**src/hdl/svcm_pkg.sv**
```systemverilog
// shared types, codes and pitch table of the voice command manager
package svcm_pkg;

    localparam int DEPTH = 32;
    localparam int IDX_W = 5;
    localparam int VOL_W = 8;
    localparam int LVL_W = 3;
    localparam int PROD_W = VOL_W + LVL_W;
    localparam int FNS_W = 10;
    localparam int PITCH_W = 15;
    localparam int SLOT_W = 4;

    localparam logic [LVL_W-1:0] LEVEL_MAX = 3'd7;

    // divide by seven: multiply by 73, shift by 9, then one correction step
    localparam int RECIP_MUL = 73;
    localparam int RECIP_SHIFT = 9;
    localparam int RECIP_W = PROD_W + 7;

    localparam logic [1:0] MODE_NOTE  = 2'd0;
    localparam logic [1:0] MODE_LEVEL = 2'd1;
    localparam logic [1:0] MODE_STOP  = 2'd2;

    localparam logic [1:0] CMD_OFF   = 2'd0;
    localparam logic [1:0] CMD_ON    = 2'd1;
    localparam logic [1:0] CMD_NOISE = 2'd2;
    localparam logic [1:0] CMD_LEVEL = 2'd3;

    typedef enum logic [1:0] {
        KIND_NONE,
        KIND_NOTE,
        KIND_LEVEL,
        KIND_STOP
    } item_kind_t;

    typedef enum logic [2:0] {
        ST_IDLE = 3'b001,
        ST_SCAN = 3'b010,
        ST_EMIT = 3'b100
    } ctrl_state_t;

    typedef struct packed {
        logic load_item;
        logic scan_load;
        logic idx_inc;
        logic emit;
    } ctl_cmd_t;

    typedef struct packed {
        item_kind_t kind;
        logic       scan_empty;
        logic       scan_emit;
        logic       res_last;
        logic       out_free;
    } dp_status_t;

    function automatic logic [FNS_W-1:0] fns_value(input logic [3:0] idx);
        logic [FNS_W-1:0] val;
        case (idx)
            4'd1:    val = 10'h03D;
            4'd2:    val = 10'h07D;
            4'd3:    val = 10'h0C2;
            4'd4:    val = 10'h10A;
            4'd5:    val = 10'h157;
            4'd6:    val = 10'h1A8;
            4'd7:    val = 10'h1FE;
            4'd8:    val = 10'h25A;
            4'd9:    val = 10'h2BA;
            4'd10:   val = 10'h321;
            4'd11:   val = 10'h38D;
            default: val = 10'h000;
        endcase
        return val;
    endfunction

endpackage

```
**src/hdl/svcm_ctrl.sv**
```systemverilog
// sequencing state machine: item intake, voice sweep and result hand-off
module svcm_ctrl (
    input  logic                  clk,
    input  logic                  rst_n,
    input  logic                  item_valid,
    output logic                  item_stall,
    input  svcm_pkg::dp_status_t  status,
    output svcm_pkg::ctl_cmd_t    cmd
);

    svcm_pkg::ctrl_state_t state_reg;
    svcm_pkg::ctrl_state_t state_next;

    always_ff @(posedge clk or negedge rst_n)
    begin
        if (!rst_n)
        begin
            state_reg <= svcm_pkg::ST_IDLE;
        end
        else
        begin
            state_reg <= state_next;
        end
    end

    always_comb
    begin
        state_next = state_reg;
        cmd = '0;
        case (state_reg)
            svcm_pkg::ST_IDLE:
            begin
                if (item_valid)
                begin
                    cmd.load_item = 1'b1;
                    case (status.kind)
                        svcm_pkg::KIND_NOTE:  state_next = svcm_pkg::ST_EMIT;
                        svcm_pkg::KIND_LEVEL: state_next = svcm_pkg::ST_SCAN;
                        svcm_pkg::KIND_STOP:  state_next = svcm_pkg::ST_SCAN;
                        default:              state_next = svcm_pkg::ST_IDLE;
                    endcase
                end
            end
            svcm_pkg::ST_SCAN:
            begin
                if (status.scan_empty)
                begin
                    state_next = svcm_pkg::ST_IDLE;
                end
                else if (status.scan_emit)
                begin
                    cmd.scan_load = 1'b1;
                    state_next = svcm_pkg::ST_EMIT;
                end
                else
                begin
                    cmd.idx_inc = 1'b1;
                end
            end
            svcm_pkg::ST_EMIT:
            begin
                if (status.out_free)
                begin
                    cmd.emit = 1'b1;
                    if (status.res_last)
                    begin
                        state_next = svcm_pkg::ST_IDLE;
                    end
                    else
                    begin
                        cmd.idx_inc = 1'b1;
                        state_next = svcm_pkg::ST_SCAN;
                    end
                end
            end
            default:
            begin
                state_next = svcm_pkg::ST_IDLE;
            end
        endcase
    end

    assign item_stall = (state_reg != svcm_pkg::ST_IDLE);

endmodule

```
**src/hdl/svcm_datapath.sv**
```systemverilog
// voice state, command builder, level scaling and output register
module svcm_datapath #(
    parameter int VOICE_COUNT = 32,
    parameter int WAVE_COUNT = 4
) (
    input  logic                        clk,
    input  logic                        rst_n,
    input  svcm_pkg::ctl_cmd_t          cmd,
    output svcm_pkg::dp_status_t        status,
    input  logic [1:0]                  mode,
    input  logic [7:0]                  channel,
    input  logic signed [7:0]           semitone,
    input  logic signed [7:0]           octave,
    input  logic [7:0]                  wave_number,
    input  logic [7:0]                  volume,
    input  logic signed [7:0]           new_level,
    output logic                        result_valid,
    input  logic                        result_stall,
    output logic [1:0]                  command,
    output logic [4:0]                  voice,
    output logic [14:0]                 pitch_word,
    output logic [3:0]                  wave_slot,
    output logic [7:0]                  out_level,
    output logic                        last
);

    localparam int DEPTH = svcm_pkg::DEPTH;
    localparam int IDX_W = svcm_pkg::IDX_W;
    localparam int VOL_W = svcm_pkg::VOL_W;
    localparam int LVL_W = svcm_pkg::LVL_W;
    localparam int PROD_W = svcm_pkg::PROD_W;
    localparam int RECIP_W = svcm_pkg::RECIP_W;
    localparam int VOICES = (VOICE_COUNT < DEPTH) ? VOICE_COUNT : DEPTH;
    localparam logic [IDX_W-1:0] LAST_IDX = IDX_W'(VOICES - 1);

    // voice state
    logic [VOL_W-1:0] volume_reg [DEPTH];
    logic [DEPTH-1:0] active_reg;
    logic [LVL_W-1:0] master_reg;

    // sweep and pending result
    logic [IDX_W-1:0]                  idx_reg;
    logic                              sweep_stop_reg;
    logic [1:0]                        res_cmd_reg;
    logic [IDX_W-1:0]                  res_voice_reg;
    logic [svcm_pkg::PITCH_W-1:0]      res_pitch_reg;
    logic [svcm_pkg::SLOT_W-1:0]       res_wave_reg;
    logic                              res_last_reg;
    logic [PROD_W-1:0]                 prod_reg;

    // output register
    logic                              result_valid_reg;
    logic [1:0]                        command_reg;
    logic [IDX_W-1:0]                  voice_reg;
    logic [svcm_pkg::PITCH_W-1:0]      pitch_word_reg;
    logic [svcm_pkg::SLOT_W-1:0]       wave_slot_reg;
    logic [VOL_W-1:0]                  out_level_reg;
    logic                              last_reg;

    svcm_pkg::item_kind_t              kind;
    logic [IDX_W-1:0]                  ch_idx;
    logic [3:0]                        semi_idx;
    logic [3:0]                        oct_nib;
    logic [svcm_pkg::PITCH_W-1:0]      note_pitch;
    logic                              is_noise;
    logic                              key_off;
    logic [LVL_W-1:0]                  level_clamped;
    logic [PROD_W-1:0]                 note_prod;
    logic [VOL_W-1:0]                  scan_vol;
    logic [PROD_W-1:0]                 scan_prod;
    logic [DEPTH-1:0]                  mask_from;
    logic [DEPTH-1:0]                  pending;
    logic [DEPTH-1:0]                  ahead;
    logic [RECIP_W-1:0]                recip_prod;
    logic [VOL_W-1:0]                  q0;
    logic [PROD_W-1:0]                 seven_q0;
    logic [PROD_W-1:0]                 rem;
    logic [VOL_W-1:0]                  quotient;
    logic                              out_free;

    // item decode
    always_comb
    begin
        case (mode)
            svcm_pkg::MODE_NOTE:
                kind = (channel < 8'(VOICES)) ? svcm_pkg::KIND_NOTE : svcm_pkg::KIND_NONE;
            svcm_pkg::MODE_LEVEL: kind = svcm_pkg::KIND_LEVEL;
            svcm_pkg::MODE_STOP:  kind = svcm_pkg::KIND_STOP;
            default:              kind = svcm_pkg::KIND_NONE;
        endcase
    end

    assign ch_idx = channel[IDX_W-1:0];
    assign key_off = semitone[7];
    assign is_noise = (wave_number >= 8'(WAVE_COUNT));
    assign semi_idx = (semitone > 8'sd11) ? 4'd11 : semitone[3:0];

    always_comb
    begin
        if (octave < -8'sd8)
        begin
            oct_nib = 4'b1000;
        end
        else if (octave > 8'sd7)
        begin
            oct_nib = 4'b0111;
        end
        else
        begin
            oct_nib = octave[3:0];
        end
    end

    assign note_pitch = {oct_nib, 1'b0, svcm_pkg::fns_value(semi_idx)};

    always_comb
    begin
        if (new_level[7])
        begin
            level_clamped = '0;
        end
        else if (new_level > 8'sd7)
        begin
            level_clamped = svcm_pkg::LEVEL_MAX;
        end
        else
        begin
            level_clamped = new_level[LVL_W-1:0];
        end
    end

    assign note_prod = {3'b000, volume} * {8'b0, master_reg};

    // sweep lookahead
    assign scan_vol = volume_reg[idx_reg];
    assign scan_prod = {3'b000, scan_vol} * {8'b0, master_reg};
    assign mask_from = {DEPTH{1'b1}} << idx_reg;
    assign pending = active_reg & mask_from;
    assign ahead = active_reg & (mask_from << 1);

    // level / 7 with one correction step
    assign recip_prod = {7'b0, prod_reg} * RECIP_W'(svcm_pkg::RECIP_MUL);
    assign q0 = recip_prod[svcm_pkg::RECIP_SHIFT +: VOL_W];
    assign seven_q0 = {3'b000, q0} * 11'd7;
    assign rem = prod_reg - seven_q0;
    assign quotient = (rem >= 11'd7) ? q0 + 8'd1 : q0;

    assign out_free = !result_valid_reg || !result_stall;

    always_ff @(posedge clk or negedge rst_n)
    begin
        if (!rst_n)
        begin
            active_reg <= '0;
            master_reg <= svcm_pkg::LEVEL_MAX;
            result_valid_reg <= 1'b0;
        end
        else
        begin
            if (cmd.load_item)
            begin
                case (kind)
                    svcm_pkg::KIND_NOTE:  active_reg[ch_idx] <= !key_off;
                    svcm_pkg::KIND_LEVEL: master_reg <= level_clamped;
                    svcm_pkg::KIND_STOP:  active_reg <= '0;
                    default:              active_reg <= active_reg;
                endcase
            end
            if (cmd.emit)
            begin
                result_valid_reg <= 1'b1;
            end
            else if (!result_stall)
            begin
                result_valid_reg <= 1'b0;
            end
        end
    end

    always_ff @(posedge clk)
    begin
        if (cmd.load_item)
        begin
            idx_reg <= '0;
            sweep_stop_reg <= (kind == svcm_pkg::KIND_STOP);
            if (kind == svcm_pkg::KIND_NOTE)
            begin
                res_voice_reg <= ch_idx;
                res_last_reg <= 1'b1;
                if (key_off)
                begin
                    res_cmd_reg <= svcm_pkg::CMD_OFF;
                    res_pitch_reg <= '0;
                    res_wave_reg <= '0;
                    prod_reg <= '0;
                end
                else
                begin
                    volume_reg[ch_idx] <= volume;
                    res_cmd_reg <= is_noise ? svcm_pkg::CMD_NOISE : svcm_pkg::CMD_ON;
                    res_pitch_reg <= is_noise ? '0 : note_pitch;
                    res_wave_reg <= is_noise ? '0 : wave_number[3:0];
                    prod_reg <= note_prod;
                end
            end
        end
        else
        begin
            if (cmd.scan_load)
            begin
                res_cmd_reg <= sweep_stop_reg ? svcm_pkg::CMD_OFF : svcm_pkg::CMD_LEVEL;
                res_voice_reg <= idx_reg;
                res_pitch_reg <= '0;
                res_wave_reg <= '0;
                prod_reg <= sweep_stop_reg ? '0 : scan_prod;
                res_last_reg <= sweep_stop_reg ? (idx_reg == LAST_IDX) : (ahead == '0);
            end
            if (cmd.idx_inc)
            begin
                idx_reg <= idx_reg + 1'b1;
            end
        end
        if (cmd.emit)
        begin
            command_reg <= res_cmd_reg;
            voice_reg <= res_voice_reg;
            pitch_word_reg <= res_pitch_reg;
            wave_slot_reg <= res_wave_reg;
            out_level_reg <= quotient;
            last_reg <= res_last_reg;
        end
    end

    assign status.kind = kind;
    assign status.scan_emit = sweep_stop_reg || active_reg[idx_reg];
    assign status.scan_empty = !sweep_stop_reg && (pending == '0);
    assign status.res_last = res_last_reg;
    assign status.out_free = out_free;

    assign result_valid = result_valid_reg;
    assign command = command_reg;
    assign voice = voice_reg;
    assign pitch_word = pitch_word_reg;
    assign wave_slot = wave_slot_reg;
    assign out_level = out_level_reg;
    assign last = last_reg;

`ifndef SYNTHESIS
    a_stop_clears: assert property (@(posedge clk) disable iff (!rst_n)
        cmd.load_item && kind == svcm_pkg::KIND_STOP |=> active_reg == '0)
        else $error("stop left a voice active");

    a_div_corr: assert property (@(posedge clk) disable iff (!rst_n)
        cmd.emit |-> rem < 11'd14)
        else $error("level divide needs more than one correction");

    a_off_zero: assert property (@(posedge clk) disable iff (!rst_n)
        result_valid_reg && command_reg == svcm_pkg::CMD_OFF
        |-> out_level_reg == '0 && pitch_word_reg == '0 && wave_slot_reg == '0)
        else $error("key off carries a level or pitch");
`endif

endmodule

```
**src/hdl/synth_voice_command_manager.sv**
```systemverilog
// top level of the voice command manager
//
//  channel  valid         stall         payload
//  item     item_valid    item_stall    mode channel semitone octave wave_number volume new_level
//  result   result_valid  result_stall  command voice pitch_word wave_slot out_level last
//
// one item at a time; a note event is loaded into the pending result, then emitted to the output register
// a level change sweeps the voice index up to the highest active voice and emits one result per
// active voice, or none when no voice is active; a stop emits a key off for every voice
// the sweep counter steps through the voices in the scan state, and each result leaves through the emit state
// reset clears every active flag and sets the master level to seven
// a stalled result holds in the output register; the next item is taken meanwhile
module synth_voice_command_manager #(
    parameter int VOICE_COUNT = 32,
    parameter int WAVE_COUNT = 4
) (
    input  logic              clk,
    input  logic              rst_n,
    input  logic              item_valid,
    output logic              item_stall,
    input  logic [1:0]        mode,
    input  logic [7:0]        channel,
    input  logic signed [7:0] semitone,
    input  logic signed [7:0] octave,
    input  logic [7:0]        wave_number,
    input  logic [7:0]        volume,
    input  logic signed [7:0] new_level,
    output logic              result_valid,
    input  logic              result_stall,
    output logic [1:0]        command,
    output logic [4:0]        voice,
    output logic [14:0]       pitch_word,
    output logic [3:0]        wave_slot,
    output logic [7:0]        out_level,
    output logic              last
);

    svcm_pkg::ctl_cmd_t   cmd;
    svcm_pkg::dp_status_t status;

    svcm_ctrl u_ctrl (
        .clk        (clk),
        .rst_n      (rst_n),
        .item_valid (item_valid),
        .item_stall (item_stall),
        .status     (status),
        .cmd        (cmd)
    );

    svcm_datapath #(
        .VOICE_COUNT (VOICE_COUNT),
        .WAVE_COUNT  (WAVE_COUNT)
    ) u_datapath (
        .clk          (clk),
        .rst_n        (rst_n),
        .cmd          (cmd),
        .status       (status),
        .mode         (mode),
        .channel      (channel),
        .semitone     (semitone),
        .octave       (octave),
        .wave_number  (wave_number),
        .volume       (volume),
        .new_level    (new_level),
        .result_valid (result_valid),
        .result_stall (result_stall),
        .command      (command),
        .voice        (voice),
        .pitch_word   (pitch_word),
        .wave_slot    (wave_slot),
        .out_level    (out_level),
        .last         (last)
    );

endmodule
```
**config.mk**
```make
export PLATFORM = sky130hd
export DESIGN_NAME = synth_voice_command_manager
export DESIGN_NICKNAME = d
export VERILOG_FILES = /design/src/hdl/svcm_pkg.sv /design/src/hdl/svcm_ctrl.sv /design/src/hdl/svcm_datapath.sv /design/src/hdl/synth_voice_command_manager.sv
export SDC_FILE = /design/constraint.sdc
export NUM_CORES = 1
export LEC_CHECK = 0
export BUFFER_PORTS_ARGS = -buffer_cell sky130_fd_sc_hd__clkbuf_2
export CAP_MARGIN = 0
export CORE_MARGIN = 2
export CORE_UTILIZATION = 64
export CTS_BUF_LIST = sky130_fd_sc_hd__clkbuf_2 sky130_fd_sc_hd__clkbuf_4 sky130_fd_sc_hd__clkbuf_8
export CTS_CLUSTER_DIAMETER = 40
export CTS_CLUSTER_SIZE = 40
export DETAILED_ROUTE_END_ITERATION = 10
export GPL_TIMING_DRIVEN = 1
export HOLD_SLACK_MARGIN = 0.15
export PLACE_DENSITY = 0.86
export SYNTH_ARGS = -nofsm -noshare
export SYNTH_HDL_FRONTEND = slang
export SYNTH_SLANG_ARGS = --single-unit
```
**constraint.sdc**
```tcl
create_clock -name clk -period 10.1 [get_ports clk]
set_input_delay 1.515 -clock clk [delete_from_list [all_inputs] [get_ports clk]]
set_output_delay 1.515 -clock clk [all_outputs]
set_load 0.01 [all_outputs]
```
# After elaboration in Yosys (flattened, before gate mapping)
# Memories as Yosys holds them, arrays and structs flattened. A register that Yosys moved wholly into a read port is not among the register bits.
# Cells that the tools add are included.
op_classes:
  bitwise_logic: 2
  shift: 1
  n_addsub: 3
  eq_ne: 15
  muxes: 67
  reduce_logical: 18
  multipliers: 4
  n_lt_le_gt_ge: 10
op_table:
  columns: ["cell", "count"]
  rows:
  - ["15-bit 2-to-1 mux", 5]
  - ["32-bit bitwise AND", 2]
  - ["32-bit logical NOT", 2]
  - ["32-bit one-hot mux with 2 select lines", 1]
  - ["11-bit 2-to-1 mux", 5]
  - ["32-bit bitwise mux", 1]
  - ["4-bit 2-to-1 mux", 8]
  - ["32-bit by 5-bit left shift with 32-bit output, first input constant", 1]
  - ["5-bit 2-to-1 mux", 5]
  - ["8-bit by 3-bit multiplier with 11-bit output", 2]
  - ["1-bit 2-to-1 mux", 20]
  - ["2-bit 2-to-1 mux", 9]
  - ["3-bit 2-to-1 mux", 6]
  - ["11-bit by 7-bit multiplier with 17-bit output, second input constant", 1]
  - ["8-bit by 4-bit > comparator with 1-bit output, second input constant", 2]
  - ["5-bit by 6-bit < comparator with 1-bit output, second input constant", 2]
  - ["11-bit by 3-bit >= comparator with 1-bit output, second input constant", 1]
  - ["8-bit by 3-bit multiplier with 11-bit output, second input constant", 1]
  - ["11-bit subtractor", 1]
  - ["3-bit one-hot mux with 3 select lines", 1]
  - ["8-bit by 1-bit adder with 8-bit output, second input constant", 1]
  - ["8-bit by 3-bit >= comparator with 1-bit output, second input constant", 1]
  - ["8-bit by 5-bit > comparator with 1-bit output, second input constant", 1]
  - ["8-bit by 4-bit < comparator with 1-bit output, second input constant", 1]
  - ["27 further kinds", 40]
totals:
  n_memories: 2
  regBits: 118
  in_bits: 54
  elab_cells: 140
  ram_bits: 256
  mem_bits_ro: 160
  out_inout_bits: 37
memory_table:
  columns: ["memory", "depth", "word_bits", "rd", "rd_clocked_by_memory_dff", "wr", "line", "source"]
  rows:
  - ["u_datapath.volume_reg", 32, 8, 1, 1, 1, "svcm_datapath.sv:37", "logic [VOL_W-1:0] volume_reg [DEPTH];"]
  - ["(no name shown)", 16, 10, 1, 0, 0, "svcm_pkg.sv:59", "case (idx)"]

# Logic depth before layout (Yosys ltp)
depth:
  ltp_word: 8
  depth_mapped: 29
  ltp_nobuf: 28

# Modules after synthesis
# From an unflattened synthesis, not the netlist that was laid out.
hier_totals:
  cells_unflattened: 1372
  area_unflattened_um2: 18960.7
modules_own_cells:
  columns: ["mod", "seq_area_each_um2", "cells_each", "area_each_um2", "n_inst"]
  rows:
  - ["svcm_datapath", 10954.3, 1347, 18733.0, 1]
  - ["svcm_ctrl", 76.3, 25, 227.7, 1]

# Worst setup path before layout
# OpenSTA, ideal clock, no wires.
synth_path:
  path_type: "reg-to-reg"
  start: "register u_datapath.prod_reg[5]"
  end: "register u_datapath.out_level_reg[6] (netlist: u_datapath.out_level[6]), data pin"
  path_buffers: 0
  slack_ps: 3047
  setup_ps: 267
  period_less_slack_ps: 7053
  arrival_time_ps: 6786
  stages_incl_launch_ff: 29
  t_required_ps: 9833
  path_cell_list: "edfxtp_1 > ha_1 > ha_1 > inv_1 > fa_1 > inv_1 > ha_1 > o21ai_0 > nand2b_1 > a41oi_1 > o21bai_1 > nand2_1 > or4b_2 > o311a_1 > ha_1 > nor2_1 > nand2_1 > xor2_1 > ha_1 > or2_2 > ha_1 > nor3b_1 > a311oi_1 > o2111ai_1 > or4_1 > a211o_1 > a2111oi_4 > nor3_1 > xor2_1"
synth_between:
  elab_chain_len: 5
  word_cells_on_any_way: 6
  cone_classes: "add/sub: 2; mul: 2; order compare: 1; mux: 1"
synth_lines:
  columns: ["element", "line", "source"]
  rows:
  - ["start: declaration", "svcm_datapath.sv:49", "logic [PROD_W-1:0] prod_reg;"]
  - ["start signal: assignment", "svcm_datapath.sv:203", "prod_reg <= note_prod;"]
  - ["start signal: assignment", "svcm_datapath.sv:215", "prod_reg <= sweep_stop_reg ? '0 : scan_prod;"]
  - ["11-bit by 7-bit multiplier with 17-bit output", "svcm_datapath.sv:142", "assign recip_prod = {7'b0, prod_reg} * RECIP_W'(svcm_pkg::RECIP_MUL);"]
  - ["8-bit by 3-bit multiplier with 11-bit output", "svcm_datapath.sv:144", "assign seven_q0 = {3'b000, q0} * 11'd7;"]
  - ["11-bit subtractor", "svcm_datapath.sv:145", "assign rem = prod_reg - seven_q0;"]
  - ["11-bit by 3-bit >= comparator with 1-bit output", "svcm_datapath.sv:146", "assign quotient = (rem >= 11'd7) ? q0 + 8'd1 : q0;"]
  - ["8-bit 2-to-1 mux (*)", "svcm_datapath.sv:146", null]
  - ["named net u_datapath.quotient[6]", "svcm_datapath.sv:78", "logic [VOL_W-1:0] quotient;"]
  - ["end signal: assignment", "svcm_datapath.sv:229", "out_level_reg <= quotient;"]
  - ["end: declaration", "svcm_datapath.sv:57", "logic [VOL_W-1:0] out_level_reg;"]
# Mark *: on every way through the listed nets, which the timed path passes. The rest lies on a longest branch.
# A chain may end at the register's enable or synchronous reset.

# Worst setup path in the final report
layout_path:
  start: "register u_datapath.prod_reg[5]"
  end: "register u_datapath.out_level_reg[7] (netlist: u_datapath.out_level[7]), data pin"
# The elaborated chain is that of the path after synthesis.

==> metrics <==
Worst Setup Slack post-DPL=2280 ps; worst max-slew margin expressed relative to the limit=0.158; Total Routing Usage GR=0.287; multi-input logic area=7590 µm²; post-layout power=7.56 mW; ports placed on the boundary=91; setup slack of the critical path after layout=2210 ps; transition time at the pin with the least slew margin=1260 ps; highest ir drop seen on vdd=0.739 mV; hold depth=0; Post-synth EDFFs=328; vias per inst=6.46; Post-synth top flop=edfxtp_1; number of routed nets with antenna violations=0; residual overflow from global routing=0; max FFs per register=256; Worst-Skew Late Latency=610 ps; maxcap violations=0; global-route wire length before repair=68500 µm; number of antenna violations at the first check in global routing=0; Layout Area Growth over Synthesis=8.83%; final routed wirelength across all metal layers=43500 µm; number of synthesis warnings=0; final clock skew=50.8 ps; placed cell count=1833; count of final hold-check violations=0; final worst-path cycle share=0.781; Horiz. Die Dim=177 µm; cell family contributing the most delay on the critical path=adder cells; Clk Tree Root Cell=clkbuf_8; total die area=31300 µm²; cell at the slowest stage of the critical path=a2111oi_4; Pwr per Cell Area=362 nW/µm²; first-iteration detailed-routing DRC count=1589; critical path data arrival time=8200 ps; number of rows in the core area=63; non-filler instance count after layout=1907; total negative slack for setup checks=0 ps; Die Y=177 µm; DRC=0; element type at the critical path end=register; part of the Yosys area used for sequential elements=0.576; CP most frequent cell=ha_1; number of diodes=0; core area=29600 µm²; ratio of cells with drive above 1 in the final layout=0.192; total clock buffers created by CTS=40; worst hold endpoint=u_datapath.voice[4]; mapped cell area=19200 µm²; Worst Reg2Reg Path Length in Cells=25; worst-path fanout max=9; Worst Path Required=10410 ps; critical setup path kind=register to register; weighted congestion at the end of routability-driven global placement=0.937; result of the run=finished, final reports clean; largest net degree at the start of global routing=65; total area of sequential cells=11000 µm²; CTS tree=built; vias in the first global route=12200; capture instance of the worst register-to-register path=u_datapath.out_level[7]; maximum level of the CTS H-tree=2; hold-fix buffers at CTS=0; count of different cell masters after synthesis=74; Final HPWL DP=30300 µm; number of gates given a new drive strength after cts=0; Slew Limit Fails=0; per-instance average area after synthesis=13.6 µm²; total vias in the final route=12300; number of sinks handled by clock tree synthesis=377; Setup Viol. Count Final=0; Largest stage delay, worst path=590 ps; Buf+Inv Stages, Crit Path=4; number of instances in the synthesized netlist=1408; final routed wire length divided by cell count=22.8 µm; final layout net count=1655; r2r startpoint=u_datapath.prod_reg[5]; number of buffers inserted to repair setup after CTS=0; filler cell count=1911; total leakage power=7.61 nW; Worst R2R Setup Slack=2210 ps; min Tclk post-route=7890 ps; type of the most critical hold path=register to register; maximum buffer depth of the clock tree=3; post-synthesis register bit count=377; Hold Crit Start=u_datapath.res_voice_reg[4]; number of optimization iterations in the first detailed-route pass=5; unrepaired setup endpoints after global routing=no; clock-pin slew on the worst setup and hold paths=80 ps; Initial Utilization=0.648; Buffers on Ports=89; share of async-settable or async-resettable flops after synthesis=0.103; max frequency=127 MHz; Critical Path Source Type=register
## cells in the final DEF, fill, tap and decap left out, drive strengths merged, types with 7 or more instances in the layout
master  count
nand2b     11
and3       11
a211oi     10
xor2       15
and2       12
xnor2      23
fa         24
dfrtp      35
mux2i       7
a21o       15
nor2      115
o31ai       9
nand2      99
nand3      17
nor3       49
nor2b      15
edfxtp    328
o21bai     10
or2         8
ha         92
a21oi      91
dfxtp      10
o22ai      15
clkbuf    133
clkinv     16
mux4       90
inv        99
o21ai      39
## cell usage after synthesis, types with 5 or more instances
cell type	n	area (µm²)
a211o_1	5	43.8
a211oi_1	10	75.1
a21o_1	15	113
a21oi_1	91	455
a221oi_1	5	43.8
a31o_2	5	43.8
a31oi_1	6	37.5
and2_1	12	75.1
and3_1	11	68.8
buf_1	13	48.8
clkbuf_1	45	169
dfrtp_1	35	876
dfxtp_1	10	200
edfxtp_1	328	9850
fa_1	24	480
ha_1	92	1150
inv_1	87	327
mux2_2	6	67.6
mux2i_1	7	70.1
mux4_2	90	2030
nand2_1	99	372
nand2b_1	11	68.8
nand3_1	17	85.1
nand4_1	6	37.5
nor2_1	115	432
nor2b_1	15	93.8
nor3_1	49	245
nor3b_1	6	45.0
o21a_1	6	45.0
o21ai_0	39	195
o21bai_1	10	75.1
o22ai_1	15	93.8
o31ai_1	9	67.6
or2_2	8	50.1
or4_1	5	37.5
xnor2_1	23	201
xor2_1	15	131
## stage by stage
step	util	hold slack [ps]	cell area (µm²)
global placement	0.674	400	19900
floorplan	-	400	19200
global route	0.705	426	20800
finish	0.705	420	20800
detailed placement	0.674	405	19900
CTS	0.705	419	20800
## logic make-up (layout without fill, tap and decap cells)
group,Yosys count,in the layout,synth area share
flip-flops,377,377,0.576
AND/OR/NAND/NOR,372,372,0.0923
AO/OA/AOI/OAI,250,250,0.0846
buffers and inverters,149,256,0.0298
adder cells (fa/ha/maj),117,117,0.0857
multiplexers,103,103,0.113
XOR/XNOR,39,39,0.0185
other,1,3,0.000196
## worst reg2reg max path: cells and delay by family, from the launching register on
family | cells | cell delay, ps
AO/OA/AOI/OAI | 7 | 2410
XOR/XNOR | 3 | 820
adder cells (fa/ha/maj) | 7 | 2730
buffers and inverters | 4 | 210
flip-flops | 1 | 460
AND/OR/NAND/NOR | 4 | 980
## how the worst max path moves through the flow
stage | slack (ps) | to | start | depth (start not counted)
2_1_floorplan | 3050 | u_datapath.out_level[6] | u_datapath.prod_reg[5] | 28
3_3_place_gp | 2550 | u_datapath.out_level[7] | u_datapath.prod_reg[5] | 28
3_5_place_dp | 2280 | u_datapath.out_level[7] | u_datapath.prod_reg[5] | 25
4_1_cts | 2280 | u_datapath.out_level[7] | u_datapath.prod_reg[5] | 25
5_1_grt | 1590 | u_datapath.out_level[7] | u_datapath.prod_reg[5] | 25
6_report | 2210 | u_datapath.out_level[7] | u_datapath.prod_reg[5] | 25
## metal layers
layer | vias up | share of wire | global-route usage
met5 | - | 0 | 0
met4 | 0 | 0.020 | 0.0654
met3 | 90 | 0.099 | 0.0485
met2 | 706 | 0.49 | 0.479
met1 | 6031 | 0.39 | 0.403
li1 | 5488 | - | -
## report_power, final
part | switching (mW) | internal (mW) | total [mW]
clock | 0.602 | 0.489 | 1.09
combinational | 2.63 | 1.91 | 4.54
sequential | 0.117 | 1.81 | 1.93
## final cells by class
class                           instances  area share
Inverter                               88      0.0158
Timing Repair Buffer                   94      0.0232
Tap cell                              390      0.0234
Clock inverter                         30      0.0162
Multi-Input combinational cell        884       0.364
Sequential cell                       377       0.529
Clock buffer                           44      0.0281
No activity file was read; power rests on OpenSTA's default activity.
